**src/bfactor_line_filter_assert.svh**
```systemverilog
// Assertion macros shared by the line filter RTL.
// Needs clk and arst_n in the scope where a macro is used.
`ifndef BFACTOR_LINE_FILTER_ASSERT_SVH
`define BFACTOR_LINE_FILTER_ASSERT_SVH

// Condition that holds at every clock edge out of reset.
`define BFLF_ASSERT_ALWAYS(lbl, cond, msg) \
	lbl: assert property (@(posedge clk) disable iff (!arst_n) (cond)) \
		else $error(msg);

// Consequence in the same cycle as the antecedent.
`define BFLF_ASSERT_IMPL(lbl, ante, cons, msg) \
	lbl: assert property (@(posedge clk) disable iff (!arst_n) (ante) |-> (cons)) \
		else $error(msg);

// Consequence in the cycle after the antecedent.
`define BFLF_ASSERT_NEXT(lbl, ante, cons, msg) \
	lbl: assert property (@(posedge clk) disable iff (!arst_n) (ante) |=> (cons)) \
		else $error(msg);

`endif

```
**src/bflf_pkg.sv**
```systemverilog
// Types and constants of the line filter.
// No dependencies; used by bflf_line_state and bfactor_line_filter.
package bflf_pkg;

	localparam logic [15:0] COL_START    = 16'd60;
	localparam logic [15:0] MIN_LONG_LEN = 16'd66;
	localparam logic [15:0] COL_MAX      = 16'hFFFF;

	localparam logic [7:0] CH_NL    = 8'h0A;
	localparam logic [7:0] CH_TAB   = 8'h09;
	localparam logic [7:0] CH_VT    = 8'h0B;
	localparam logic [7:0] CH_FF    = 8'h0C;
	localparam logic [7:0] CH_CR    = 8'h0D;
	localparam logic [7:0] CH_SP    = 8'h20;
	localparam logic [7:0] CH_PLUS  = 8'h2B;
	localparam logic [7:0] CH_MINUS = 8'h2D;
	localparam logic [7:0] CH_POINT = 8'h2E;
	localparam logic [7:0] CH_0     = 8'h30;
	localparam logic [7:0] CH_9     = 8'h39;

	// record names in columns 0-3: "ATOM" and "HETA"
	localparam logic [7:0] PAT_ATOM [4] = '{8'h41, 8'h54, 8'h4F, 8'h4D};
	localparam logic [7:0] PAT_HETA [4] = '{8'h48, 8'h45, 8'h54, 8'h41};

	// powers of ten up to the largest fraction width; zero past it
	localparam logic [16:0] POW10 [8] = '{17'd1, 17'd10, 17'd100, 17'd1000, 17'd10000,
		17'd0, 17'd0, 17'd0};

	typedef enum logic [2:0] {
		PH_WAIT,
		PH_LEAD,
		PH_SIGNED,
		PH_INT,
		PH_FRAC,
		PH_DONE
	} phase_t;

	// line summary handed from the parser to the decision stage
	typedef struct packed {
		logic [15:0] col;
		logic [1:0]  match;
		logic        negative;
		logic        dropped;
	} line_info_t;

endpackage

```
**src/bfactor_line_filter.sv**
```systemverilog
// Top level of the line filter: handshakes, line decision and result register.
// Depends on bflf_pkg, bflf_line_state and bfactor_line_filter_assert.svh.
`include "bfactor_line_filter_assert.svh"

// Takes one text byte per clock while in_stall is low and returns one result per
// line (at a newline or at the byte flagged end_of_file): the line length and a
// keep flag. A line is dropped when it starts with ATOM or HETA, is longer than 66
// bytes and the decimal number from column 60 is below cutoff, with cutoff in
// units of 10^-FRAC_DIGITS. A byte is registered on acceptance and then updates
// the line state, which also loads a finished line into the decision stage; from
// there the result moves into the output register that drives out_valid. Every
// stage takes a new beat each cycle, so the block sustains one byte per clock
// unless the output side holds a result back. The user must write cutoff
// only while no line result is in flight; the block itself does not enforce this.
module bfactor_line_filter
	import bflf_pkg::*;
#(
	parameter int FRAC_DIGITS = 2,
	parameter int VALUE_BITS  = 24
) (
	input  logic        clk,
	input  logic        arst_n,
	input  logic        cfg_we,
	input  logic [23:0] cfg_wdata,
	input  logic        in_valid,
	output logic        in_stall,
	input  logic [7:0]  ch,
	input  logic        end_of_file,
	output logic        out_valid,
	input  logic        out_stall,
	output logic        keep,
	output logic [15:0] line_length
);

	localparam int CW = ((VALUE_BITS > 24) ? VALUE_BITS : 24) + 2;
	localparam logic [VALUE_BITS-1:0] MAG_CAP = {1'b1, {(VALUE_BITS-1){1'b0}}};
	localparam logic [VALUE_BITS-1:0] MAG_MAX = {1'b0, {(VALUE_BITS-1){1'b1}}};

	logic signed [23:0]    cutoff_q;
	logic signed [24:0]    cutoff_neg_q;

	logic                  valid_s1;
	logic [7:0]            ch_s1;
	logic                  eof_s1;

	logic                  valid_s2;
	line_info_t            info_s2;
	logic [VALUE_BITS-1:0] scaled_s2;

	logic                  out_valid_q;
	logic                  keep_q;
	logic [15:0]           len_q;

	logic                  accept;
	logic                  go_s1;
	logic                  close_s1;
	line_info_t            info_s1;
	logic [VALUE_BITS-1:0] scaled_s1;
	logic                  out_ready;
	logic                  free_s2;
	logic                  move_s2;

	logic signed [CW-1:0]  mag_x;
	logic signed [CW-1:0]  pos_x;
	logic signed [CW-1:0]  cut_x;
	logic signed [CW-1:0]  ncut_x;
	logic                  long_rec;
	logic                  pass_neg;
	logic                  pass_pos;
	logic                  keep_s2;

	// cutoff and its negation, so the negative-value test is a plain compare
	always_ff @(posedge clk or negedge arst_n) begin
		if (!arst_n) begin
			cutoff_q     <= '0;
			cutoff_neg_q <= '0;
		end else if (cfg_we) begin
			cutoff_q     <= cfg_wdata;
			cutoff_neg_q <= -{cfg_wdata[23], cfg_wdata};
		end
	end

	assign out_ready = !out_valid_q || !out_stall;
	assign free_s2   = !valid_s2 || out_ready;
	assign move_s2   = valid_s2 && out_ready;
	// a byte that ends no line never waits on the result side
	assign go_s1     = valid_s1 && (!close_s1 || free_s2);
	assign in_stall  = valid_s1 && !go_s1;
	assign accept    = in_valid && !in_stall;

	always_ff @(posedge clk or negedge arst_n) begin
		if (!arst_n) begin
			valid_s1 <= 1'b0;
		end else if (accept) begin
			valid_s1 <= 1'b1;
		end else if (go_s1) begin
			valid_s1 <= 1'b0;
		end
	end

	always_ff @(posedge clk) begin
		if (accept) begin
			ch_s1  <= ch;
			eof_s1 <= end_of_file;
		end
	end

	bflf_line_state #(
		.FRAC_DIGITS(FRAC_DIGITS),
		.VALUE_BITS (VALUE_BITS)
	) u_line_state (
		.clk       (clk),
		.arst_n    (arst_n),
		.go        (go_s1),
		.ch        (ch_s1),
		.eof       (eof_s1),
		.close_line(close_s1),
		.info      (info_s1),
		.scaled    (scaled_s1)
	);

	always_ff @(posedge clk or negedge arst_n) begin
		if (!arst_n) begin
			valid_s2 <= 1'b0;
		end else if (go_s1 && close_s1) begin
			valid_s2 <= 1'b1;
		end else if (move_s2) begin
			valid_s2 <= 1'b0;
		end
	end

	always_ff @(posedge clk) begin
		if (go_s1 && close_s1) begin
			info_s2   <= info_s1;
			scaled_s2 <= scaled_s1;
		end
	end

	// decide the line: value is -(m, rounded up if digits were dropped) or
	// min(m, MAG_MAX)
	assign mag_x  = {{(CW-VALUE_BITS){1'b0}}, scaled_s2};
	assign pos_x  = {{(CW-VALUE_BITS){1'b0}},
		(scaled_s2 == MAG_CAP) ? MAG_MAX : scaled_s2};
	assign cut_x  = {{(CW-24){cutoff_q[23]}}, cutoff_q};
	assign ncut_x = {{(CW-25){cutoff_neg_q[24]}}, cutoff_neg_q};

	assign long_rec = (info_s2.col > MIN_LONG_LEN) && (info_s2.match != 2'b00);
	assign pass_neg = (info_s2.dropped && scaled_s2 != MAG_CAP) ? (mag_x < ncut_x)
		: (mag_x <= ncut_x);
	assign pass_pos = (pos_x >= cut_x);
	assign keep_s2  = !long_rec || (info_s2.negative ? pass_neg : pass_pos);

	always_ff @(posedge clk or negedge arst_n) begin
		if (!arst_n) begin
			out_valid_q <= 1'b0;
		end else if (move_s2) begin
			out_valid_q <= 1'b1;
		end else if (!out_stall) begin
			out_valid_q <= 1'b0;
		end
	end

	always_ff @(posedge clk) begin
		if (move_s2) begin
			keep_q <= keep_s2;
			len_q  <= info_s2.col;
		end
	end

	assign out_valid   = out_valid_q;
	assign keep        = keep_q;
	assign line_length = len_q;

	`BFLF_ASSERT_IMPL(a_stall_cause, in_stall,
		valid_s1 && close_s1 && valid_s2 && out_valid_q && out_stall,
		"input stalled without a full result path")
	`BFLF_ASSERT_NEXT(a_result_follows, move_s2, out_valid_q && len_q == $past(info_s2.col),
		"line result not loaded into the output register")
	`BFLF_ASSERT_IMPL(a_short_keep, out_valid_q && len_q <= MIN_LONG_LEN, keep_q,
		"short line dropped")

endmodule

```
**src/bflf_line_state.sv**
```systemverilog
// Per-line parser state: column, record name match and the decimal value.
// Depends on bflf_pkg and bfactor_line_filter_assert.svh.
`include "bfactor_line_filter_assert.svh"

module bflf_line_state
	import bflf_pkg::*;
#(
	parameter int FRAC_DIGITS = 2,
	parameter int VALUE_BITS  = 24
) (
	input  logic                  clk,
	input  logic                  arst_n,
	input  logic                  go,
	input  logic [7:0]            ch,
	input  logic                  eof,
	output logic                  close_line,
	output line_info_t            info,
	output logic [VALUE_BITS-1:0] scaled
);

	localparam int SW = VALUE_BITS + 4;
	localparam logic [VALUE_BITS-1:0] MAG_CAP = {1'b1, {(VALUE_BITS-1){1'b0}}};

	// scaled_q is the magnitude already multiplied up to FRAC_DIGITS fraction
	// digits, saturated at MAG_CAP
	logic [15:0]           col_q;
	logic [1:0]            match_q;
	phase_t                phase_q;
	logic                  neg_q;
	logic [VALUE_BITS-1:0] scaled_q;
	logic [2:0]            frac_cnt_q;
	logic                  dropped_q;

	logic [15:0]           col_n;
	logic [1:0]            match_n;
	phase_t                phase_n;
	phase_t                phase_eff;
	logic                  neg_n;
	logic [VALUE_BITS-1:0] scaled_n;
	logic [2:0]            frac_cnt_n;
	logic                  dropped_n;

	logic                  is_nl;
	logic                  is_digit;
	logic                  is_blank;
	logic [3:0]            digit;
	logic                  num_step;
	logic [2:0]            w_idx;
	logic [SW-1:0]         int_sum;
	logic [SW-1:0]         frac_sum;

	assign is_nl      = (ch == CH_NL);
	assign is_digit   = (ch inside {[CH_0:CH_9]});
	assign is_blank   = (ch inside {CH_SP, CH_TAB, CH_VT, CH_FF, CH_CR});
	assign digit      = ch[3:0];
	assign close_line = is_nl || eof;

	assign w_idx    = 3'(FRAC_DIGITS - 1) - frac_cnt_q;
	assign int_sum  = ({4'b0, scaled_q} << 3) + ({4'b0, scaled_q} << 1)
		+ SW'(digit * POW10[FRAC_DIGITS]);
	assign frac_sum = {4'b0, scaled_q} + SW'(digit * POW10[w_idx]);

	always_comb begin
		col_n      = col_q;
		match_n    = match_q;
		phase_n    = phase_q;
		neg_n      = neg_q;
		scaled_n   = scaled_q;
		frac_cnt_n = frac_cnt_q;
		dropped_n  = dropped_q;
		num_step   = 1'b0;
		phase_eff  = phase_q;

		// a newline closes the line without being counted
		if (!is_nl) begin
			if (col_q < 16'd4) begin
				if (ch != PAT_ATOM[col_q[1:0]]) begin
					match_n[0] = 1'b0;
				end
				if (ch != PAT_HETA[col_q[1:0]]) begin
					match_n[1] = 1'b0;
				end
			end

			if (phase_q == PH_WAIT && col_q == COL_START) begin
				phase_eff = PH_LEAD;
			end
			phase_n = phase_eff;

			case (phase_eff)
				PH_LEAD: begin
					if (is_blank) begin
						phase_n = PH_LEAD;
					end else if (ch == CH_PLUS || ch == CH_MINUS) begin
						neg_n   = (ch == CH_MINUS);
						phase_n = PH_SIGNED;
					end else begin
						num_step = 1'b1;
					end
				end
				PH_SIGNED, PH_INT: begin
					num_step = 1'b1;
				end
				PH_FRAC: begin
					if (!is_digit) begin
						phase_n = PH_DONE;
					end else if (frac_cnt_q < 3'(FRAC_DIGITS)) begin
						frac_cnt_n = frac_cnt_q + 3'd1;
						scaled_n   = (frac_sum > {4'b0, MAG_CAP}) ? MAG_CAP
							: frac_sum[VALUE_BITS-1:0];
					end else if (digit != 4'd0) begin
						// drop the digit, remember it for floor rounding
						dropped_n = 1'b1;
					end
				end
				default: begin
				end
			endcase

			if (num_step) begin
				if (is_digit) begin
					scaled_n = (int_sum > {4'b0, MAG_CAP}) ? MAG_CAP
						: int_sum[VALUE_BITS-1:0];
					phase_n  = PH_INT;
				end else if (ch == CH_POINT) begin
					phase_n = PH_FRAC;
				end else begin
					phase_n = PH_DONE;
				end
			end

			if (col_q != COL_MAX) begin
				col_n = col_q + 16'd1;
			end
		end
	end

	assign info   = '{col: col_n, match: match_n, negative: neg_n, dropped: dropped_n};
	assign scaled = scaled_n;

	always_ff @(posedge clk or negedge arst_n) begin
		if (!arst_n) begin
			col_q      <= '0;
			match_q    <= 2'b11;
			phase_q    <= PH_WAIT;
			neg_q      <= 1'b0;
			scaled_q   <= '0;
			frac_cnt_q <= '0;
			dropped_q  <= 1'b0;
		end else if (go) begin
			if (close_line) begin
				col_q      <= '0;
				match_q    <= 2'b11;
				phase_q    <= PH_WAIT;
				neg_q      <= 1'b0;
				scaled_q   <= '0;
				frac_cnt_q <= '0;
				dropped_q  <= 1'b0;
			end else begin
				col_q      <= col_n;
				match_q    <= match_n;
				phase_q    <= phase_n;
				neg_q      <= neg_n;
				scaled_q   <= scaled_n;
				frac_cnt_q <= frac_cnt_n;
				dropped_q  <= dropped_n;
			end
		end
	end

	`BFLF_ASSERT_ALWAYS(a_scaled_cap, scaled_q <= MAG_CAP, "scaled value above saturation cap")
	`BFLF_ASSERT_ALWAYS(a_frac_cnt, frac_cnt_q <= 3'(FRAC_DIGITS), "fraction count overrun")
	`BFLF_ASSERT_NEXT(a_line_clear, go && close_line,
		col_q == 16'd0 && phase_q == PH_WAIT && match_q == 2'b11, "line state not cleared")

endmodule
```
**config.mk**
```make
export PLATFORM = sky130hd
export DESIGN_NAME = bfactor_line_filter
export DESIGN_NICKNAME = d
export VERILOG_FILES = /design/src/bflf_pkg.sv /design/src/bfactor_line_filter.sv /design/src/bflf_line_state.sv
export VERILOG_INCLUDE_DIRS = /design/src /design/src/src
export SDC_FILE = /design/constraint.sdc
export NUM_CORES = 1
export LEC_CHECK = 0
export BUFFER_PORTS_ARGS = -buffer_cell sky130_fd_sc_hd__buf_2
export CORE_AREA = 2 2 197 199
export DETAILED_ROUTE_END_ITERATION = 6
export DIE_AREA = 0 0 199 201
export SLEW_MARGIN = 0
export SYNTH_ARGS = -nofsm -noshare
export SYNTH_HDL_FRONTEND = slang
export SYNTH_SLANG_ARGS = --single-unit
```
**constraint.sdc**
```tcl
create_clock -name clk -period 15.35 [get_ports clk]
set_clock_uncertainty 0.2 [all_clocks]
set_input_delay 0.7675 -clock clk [delete_from_list [all_inputs] [get_ports clk]]
set_output_delay 0.7675 -clock clk [all_outputs]
set_load 0.02 [all_outputs]
```
# Word level (Yosys, flattened, before mapping)
# Memories as Yosys holds them, arrays and structs flattened.
# Index checks and enable logic that the tools add are counted.
# word_totals
memories,1
register_bits,172
romBits,136
wordCells,165
out_inout_bits,19
ramBits,0
latchBits,0
inputBits,38
# mem_list
name,words,word_bits,rd,rd_clocked_by_memory_dff,write_ports,line_no,text
(name not given),8,17,1,0,0,bflf_line_state.sv:61,"assign frac_sum = {4'b0, scaled_q} + SW'(digit * POW10[w_idx]);"
# op_classes
reduce_logical,34
mul,2
muxes,65
n_lt_le_gt_ge,12
div,0
n_addsub,7
n_eq_ne,21
n_bitwise,2
n_shift,0
# op_table
op,n
two-way mux 24 bit,10
> comparator 28 x 24 -> 1 bit (second input constant),2
two-way mux 16 bit,3
two-way mux 3 bit,14
equality test 8 x 4 -> 1 bit (second input constant),5
two-way mux 17 bit,2
binary-select mux 8 bit (select 2 bit),2
equality test 8 x 6 -> 1 bit (second input constant),4
two-way mux 8 bit,4
adder 27 x 25 -> 28 bit,1
adder 28 x 11 -> 28 bit,1
adder 24 x 21 -> 25 bit,1
greater-or-equal comparator 25 x 24 -> 1 bit,1
less-or-equal comparator 25 bit,1
< comparator 25 bit,1
two-way mux 1 bit,25
negation 25 bit,1
equality test 24 bit (second input constant),1
inequality test 24 bit (second input constant),1
multiplier 4 x 17 -> 21 bit,1
adder 16 x 1 -> 16 bit (second input constant),1
equality test 16 x 6 -> 1 bit (second input constant),1
> comparator 16 x 7 -> 1 bit (second input constant),1
< comparator 16 x 3 -> 1 bit (second input constant),1
other kinds (30),58

# Logic depth before layout (Yosys ltp)
# depth
word_depth,16
ltp_mapped,26

# Hierarchy
# A second synthesis with hierarchy kept.
# unflattened
cells_unflattened,1554
hier_area_um2,14192.4
# by_module_without_submodules
mod,cells_each,n_inst,area_per_inst_um2,seq_area_each_um2
bflf_line_state,1035,1,8254.2,1253.7
bfactor_line_filter,519,1,5938.2,3378.2

# Least setup slack after synthesis
# Ideal clock, no wire load.
# synth_timing
path_type,register to register
start,reg u_line_state.frac_cnt_q[1]
end,reg scaled_s2[3] (data pin)
required_ps,14875
stages_incl_launch_ff,22
t_arrival_ps,5698
setup_slack_ps,9177
setup_time_ps,275
synth_period_minus_slack_ps,6173
path_buffers,1
cell_sequence,dfrtp_1 > inv_1 > ha_1 > clkbuf_1 > nor2_1 > and2_1 > or2_2 > fa_1 > fa_1 > inv_1 > fa_1 > inv_1 > ha_1 > nand2_1 > or3_1 > or3_4 > a2111oi_0 > nor2_1 > a21oi_1 > nand2_2 > a221oi_1 > o32ai_1
# synth_between
elab_chain_len,15
# synth_lines
item,line_no,text
start: declaration,bflf_line_state.sv:31,logic [2:0] frac_cnt_q;
start signal: assignment,bflf_line_state.sv:165,frac_cnt_q <= frac_cnt_n;
subtractor 1 x 3 -> 3 bit,bflf_line_state.sv:58,assign w_idx = 3'(FRAC_DIGITS - 1) - frac_cnt_q;
inverter 3 -> 4 bit (not written as such),bflf_line_state.sv:61,
memory (8 x 17 bit),-,
two-way mux 17 bit (not written as such) (2 in series),bflf_line_state.sv:61,
multiplier 4 x 17 -> 21 bit,bflf_line_state.sv:61,
adder 24 x 21 -> 25 bit,bflf_line_state.sv:61,
> comparator 28 x 24 -> 1 bit,bflf_line_state.sv:109,"scaled_n = (frac_sum > {4'b0, MAG_CAP}) ? MAG_CAP"
two-way mux 24 bit,bflf_line_state.sv:109,
two-way mux 24 bit *,bflf_line_state.sv:107,end else if (frac_cnt_q < 3'(FRAC_DIGITS)) begin
two-way mux 24 bit *,bflf_line_state.sv:105,if (!is_digit) begin
two-way mux 24 bit *,bflf_line_state.sv:90,case (phase_eff)
two-way mux 24 bit,bflf_line_state.sv:121,if (is_digit) begin
two-way mux 24 bit *,bflf_line_state.sv:120,if (num_step) begin
two-way mux 24 bit *,bflf_line_state.sv:75,if (!is_nl) begin
named net scaled_s1[3],bfactor_line_filter.sv:58,logic [VALUE_BITS-1:0] scaled_s1;
end signal: assignment,bfactor_line_filter.sv:135,scaled_s2 <= scaled_s1;
end: declaration,bfactor_line_filter.sv:48,logic [VALUE_BITS-1:0] scaled_s2;
# The timed path passes the listed nets; every way through them passes the cells marked *. The select of a mux whose other input is x is not followed.
# A chain may end at the register's enable or synchronous reset.

# Final worst setup path
# layout_timing
start,reg u_line_state.frac_cnt_q[1]
end,reg u_line_state.scaled_q[20]
# layout_between
elab_chain_len,16
# layout_lines
item,line_no,text
subtractor 1 x 3 -> 3 bit,bflf_line_state.sv:58,
inverter 3 -> 4 bit (not written as such),bflf_line_state.sv:61,
memory (8 x 17 bit),-,
two-way mux 17 bit (not written as such) (2 in series),bflf_line_state.sv:61,
multiplier 4 x 17 -> 21 bit,bflf_line_state.sv:61,
adder 24 x 21 -> 25 bit,bflf_line_state.sv:61,
> comparator 28 x 24 -> 1 bit,bflf_line_state.sv:109,
two-way mux 24 bit,bflf_line_state.sv:109,
two-way mux 24 bit *,bflf_line_state.sv:107,
two-way mux 24 bit *,bflf_line_state.sv:105,
two-way mux 24 bit *,bflf_line_state.sv:90,
two-way mux 24 bit,bflf_line_state.sv:121,
two-way mux 24 bit *,bflf_line_state.sv:120,
two-way mux 24 bit *,bflf_line_state.sv:75,
two-way mux 24 bit *,bflf_line_state.sv:151,if (close_line) begin
end signal: assignment,bflf_line_state.sv:164,scaled_q <= scaled_n;
end: declaration,bflf_line_state.sv:30,logic [VALUE_BITS-1:0] scaled_q;
# Every way passes the cells marked *; elsewhere a longest branch is shown, timed or not. The select of a mux whose other input is x is not followed.

==> flow_summary_export.csv <==
group,metric,value,unit
logic_synthesis,syn-num-nets,1789,
cells_and_area,drive_gt1_frac,0.102,
power,power.total,1.65,mW
placed_design,dpl.hpwl,29.7,mm
grt,grt_util_met3,0.0249,
timing,setup_ws,8.18,ns
power,power.density,106,nW/um^2
grt,grt_start_max_net_pins,95,
logic_synthesis,synth_xor_area_frac,0.0406,
critical_path,critPathSlowestCell,"a21oi_2",
detailed_routing,num_vias,11811,
logic_synthesis,synthesis.area,14200,sq um
cells_and_area,instances_no_fill,2121,
cts,cts_buffers,17,
logic_synthesis,synth_top_area_cell,"dfrtp_1",
timing,hold_viol,0,
floorplanning,pin_count,57,
grt,antenna_found_initial,0,
placed_design,io_buffers,56,
grt,overflow,0,
logic_synthesis,avgSynthCellArea,9.09,sq um
run_status,status,"finished, violations left",
logic_synthesis,synthTopCellsByArea,"dfrtp_1 17%, edfxtp_1 15%, ha_1 12%, fa_1 5.9%, o21ai_0 4.2%",
timing,hold_ws,0.155,ns
logic_synthesis,synthCells,1567,
placed_design,gp_congestion,0.939,
logic_synthesis,ys_seq_area_frac,0.325,
critical_path,startpoint_type,"flip-flop",
critical_path,cpPeakStageDelay,0.78,ns
cells_and_area,antenna_cells,0,
placed_design,place_area,14900,sq um
cts,path_clk_slew,0.07,ns
cts,clockBufferDepth,2,
logic_synthesis,synthAdderAreaFrac,0.184,
cts,cts_root_buffer,"clkbuf_16",
timing,tns,0,ns
cts,cts_tree,"done",
power,power.share.clock,0.271,
detailed_routing,drtIter0Drc,1019,
cells_and_area,postLayoutCoreUtil,0.407,
grt,grt_pass1_wl,62.4,mm
grt,met2_usage,0.303,
floorplanning,die_h,201,microns
power,p_int,1.02,mW
logic_synthesis,synth_edf_count,70,
cts,cts_setup_buffers,0,
logic_synthesis,synth_top_flop_cell,"dfrtp_1",
logic_synthesis,yosysWarnings,0,
cts,cts_htree_levels,4,
logic_synthesis,ys_async_sr_fraction,0.591,
timing,setup-violations-final,0,
run_status,violations,"design-rule violations",
cells_and_area,layout_commonest_cell,"inv_1",
cts,holdBufCountCts,0,
critical_path,worst-path-max-fanout,21,
grt,met1_usage,0.283,
detailed_routing,wire_per_inst,18.0,microns
cells_and_area,seq_area,4630,sq um
grt,busiest_layer,"met2",
critical_path,crit_arrival,7.32,ns
worst_hold_path,hp-class,"input port to asynchronous set/reset pin",
cells_and_area,layout.nets,1812,
floorplanning,die_area,40000,sq um
logic_synthesis,ys_ff_latch,171,
detailed_routing,dr.pass1.iters,7,
grt,grt_use_total,0.197,
timing,slew_headroom,0.185,
critical_path,cp_cell_sequence,"inv_1, ha_1, nand3_1, inv_1, or2_2, fa_1, fa_1, inv_1, fa_1, inv_1, ha_1, nand2_1, or3_1, or3_4, and2_1, a311o_1, a311oi_1, nand4_1, a21oi_2, nand2_1, o21ai_1",
logic_synthesis,yosysTopAreaCellShare,0.174,
critical_path,worst_ep_required_time,15.50,ns
cts,clk_latency,0.44,ns
power,ir_drop,0.0930,mV
timing,final-max-slew-violation-count,0,
timing,min_period,7.17,ns
timing,fmax,0.139,GHz
logic_synthesis,synth_top_family_by_area,"compound AO/OA/AOI/OAI gates",
power,leakage,6.88,nW
floorplanning,fp-row-count,72,
cells_and_area,areaGrowthSynthToFinish,8.89,%
cts,post_cts_resized,0,
critical_path,critPathKind,"flip-flop to flip-flop",
critical_path,cp-end-kind,"flip-flop",
floorplanning,core,38100,sq um
placed_design,placed_cells,2089,
logic_synthesis,synth_simple_gate_area_frac,0.180,
detailed_routing,wl,38.2,mm
floorplanning,start_util,0.374,
critical_path,crit_top_cell,"inv_1",
detailed_routing,antenna_left,0,
cells_and_area,multiInputGateArea,8710,sq um
job,cap_violations,0,
power,swShare,0.382,
timing,worst-slew-pin-transition,1.21,ns
cells_and_area,design_area,15500,sq um
timing,rsz0062_at_grt,"no",
cells_and_area,fill_cells,3780,
power,switching_power,0.631,mW
logic_synthesis,synth-compound-area-share,0.199,
logic_synthesis,yosysUniqueCellTypes,90,
detailed_routing,vias_per_cell,5.57,
cells_and_area,layout_common_cells,"152 x inv_1, 142 x ha_1, 136 x nand2_1",
grt,grt_pass1_vias,11547,
timing,finalCritPeriodShare,0.467,
power,seqPwrFrac,0.347,
power,combPwrFrac,0.382,
logic_synthesis,synthMuxAreaShare,0.00685,
floorplanning,die_x,199,microns
placed_design,placement.setup.worst_slack,8.25,ns
cts,cts_sinks,171,
detailed_routing,drc,1,
## critical path: cells and delay by family (launching register included)
family / cells / cell delay (ns)
AO/OA/AOI/OAI: 4 / 1.63
adder cells (fa/ha/maj): 5 / 2.39
buffers and inverters: 4 / 0.31
flip-flops: 1 / 0.43
AND/OR/NAND/NOR: 8 / 2.13
## power by group through the flow
stage                     combinational (mW)  clock [mW]  sequential, mW
after floorplan                        0.464           0           0.567
after global placement                 0.614           0           0.579
after detailed placement               0.621           0           0.580
after CTS                              0.625       0.454           0.572
after global routing                   0.707       0.474           0.579
final                                  0.631       0.447           0.573
## cells in the mapped netlist (6+ instances only)
library cell  number
nand3_1           43
nor3_1            27
o21a_1            19
nand4_1           26
or4_1             10
a221o_1            6
and2_1            29
mux2_2             6
edfxtp_1          70
o211ai_1          14
dfrtp_1           99
a31oi_1           15
xnor2_1           33
a221oi_1           9
nor2_1            91
nor4_1            24
or3_1             11
fa_1              42
o21ai_1           12
a21oi_1           68
a32oi_1            9
buf_1              6
a21o_1            29
nor2b_1           12
and3_1            14
buf_6              6
o31ai_1           16
or2_2             33
buf_2              7
inv_1            152
a211oi_1          11
a21boi_0           6
nand2b_1           7
ha_1             142
o21ai_0          119
xor2_1            33
nand2_1          136
a22o_1            15
a22oi_1            9
clkbuf_1          33
## routing by layer
metal | share of wire | vias to the layer above
met5 | 0 | -
met4 | 0.026 | 0
met3 | 0.051 | 57
met2 | 0.45 | 386
met1 | 0.47 | 5653
li1 | - | 5715
## area by class of cell
class | instances | share of cell area
Clock buffer | 18 | 0.0277
Clock inverter | 14 | 0.0109
Inverter | 152 | 0.0368
Multi-Input combinational cell | 1182 | 0.561
Sequential cell | 171 | 0.299
Tap cell | 518 | 0.0418
Timing Repair Buffer | 66 | 0.0231
## worst paths after layout
| check | start | endpoint | slack, ns | cells after the start |
|---|---|---|---|---|
| worst max-delay path | u_line_state.frac_cnt_q[1] | u_line_state.scaled_q[20] | 8.18 | 21 |
| worst min-delay path | arst_n | cutoff_neg_q[23] | 0.15 | 1 |
| worst max register to register | u_line_state.frac_cnt_q[1] | u_line_state.scaled_q[20] | 8.18 | 21 |
| worst min register to register | info_s2[18] | line_length[14] | 0.25 | 0 |
| max in group asynchronous | arst_n | u_line_state.frac_cnt_q[1] | 13.55 | 2 |
| min in group clk | info_s2[18] | line_length[14] | 0.25 | 0 |
## cells by family after synthesis
group	after synthesis
compound gates	423
simple gates	500
buf+inv	214
xor+xnor	66
fa+ha+maj	184
mux	9
flops	171
## state kept, by name, summed over array words and instances (netlist names)
name,count
ch_s1,8
cutoff_neg_q,24
cutoff_q,24
eof_s1,1
info_s2,20
keep,1
line_length,16
out_valid,1
scaled_s2,24
u_line_state.col_q,16
u_line_state.dropped_q,1
u_line_state.frac_cnt_q,3
u_line_state.match_q,2
u_line_state.neg_q,1
u_line_state.phase_q,3
u_line_state.scaled_q,24
valid_s1,1
valid_s2,1
Power figures use the tool's default switching activity.
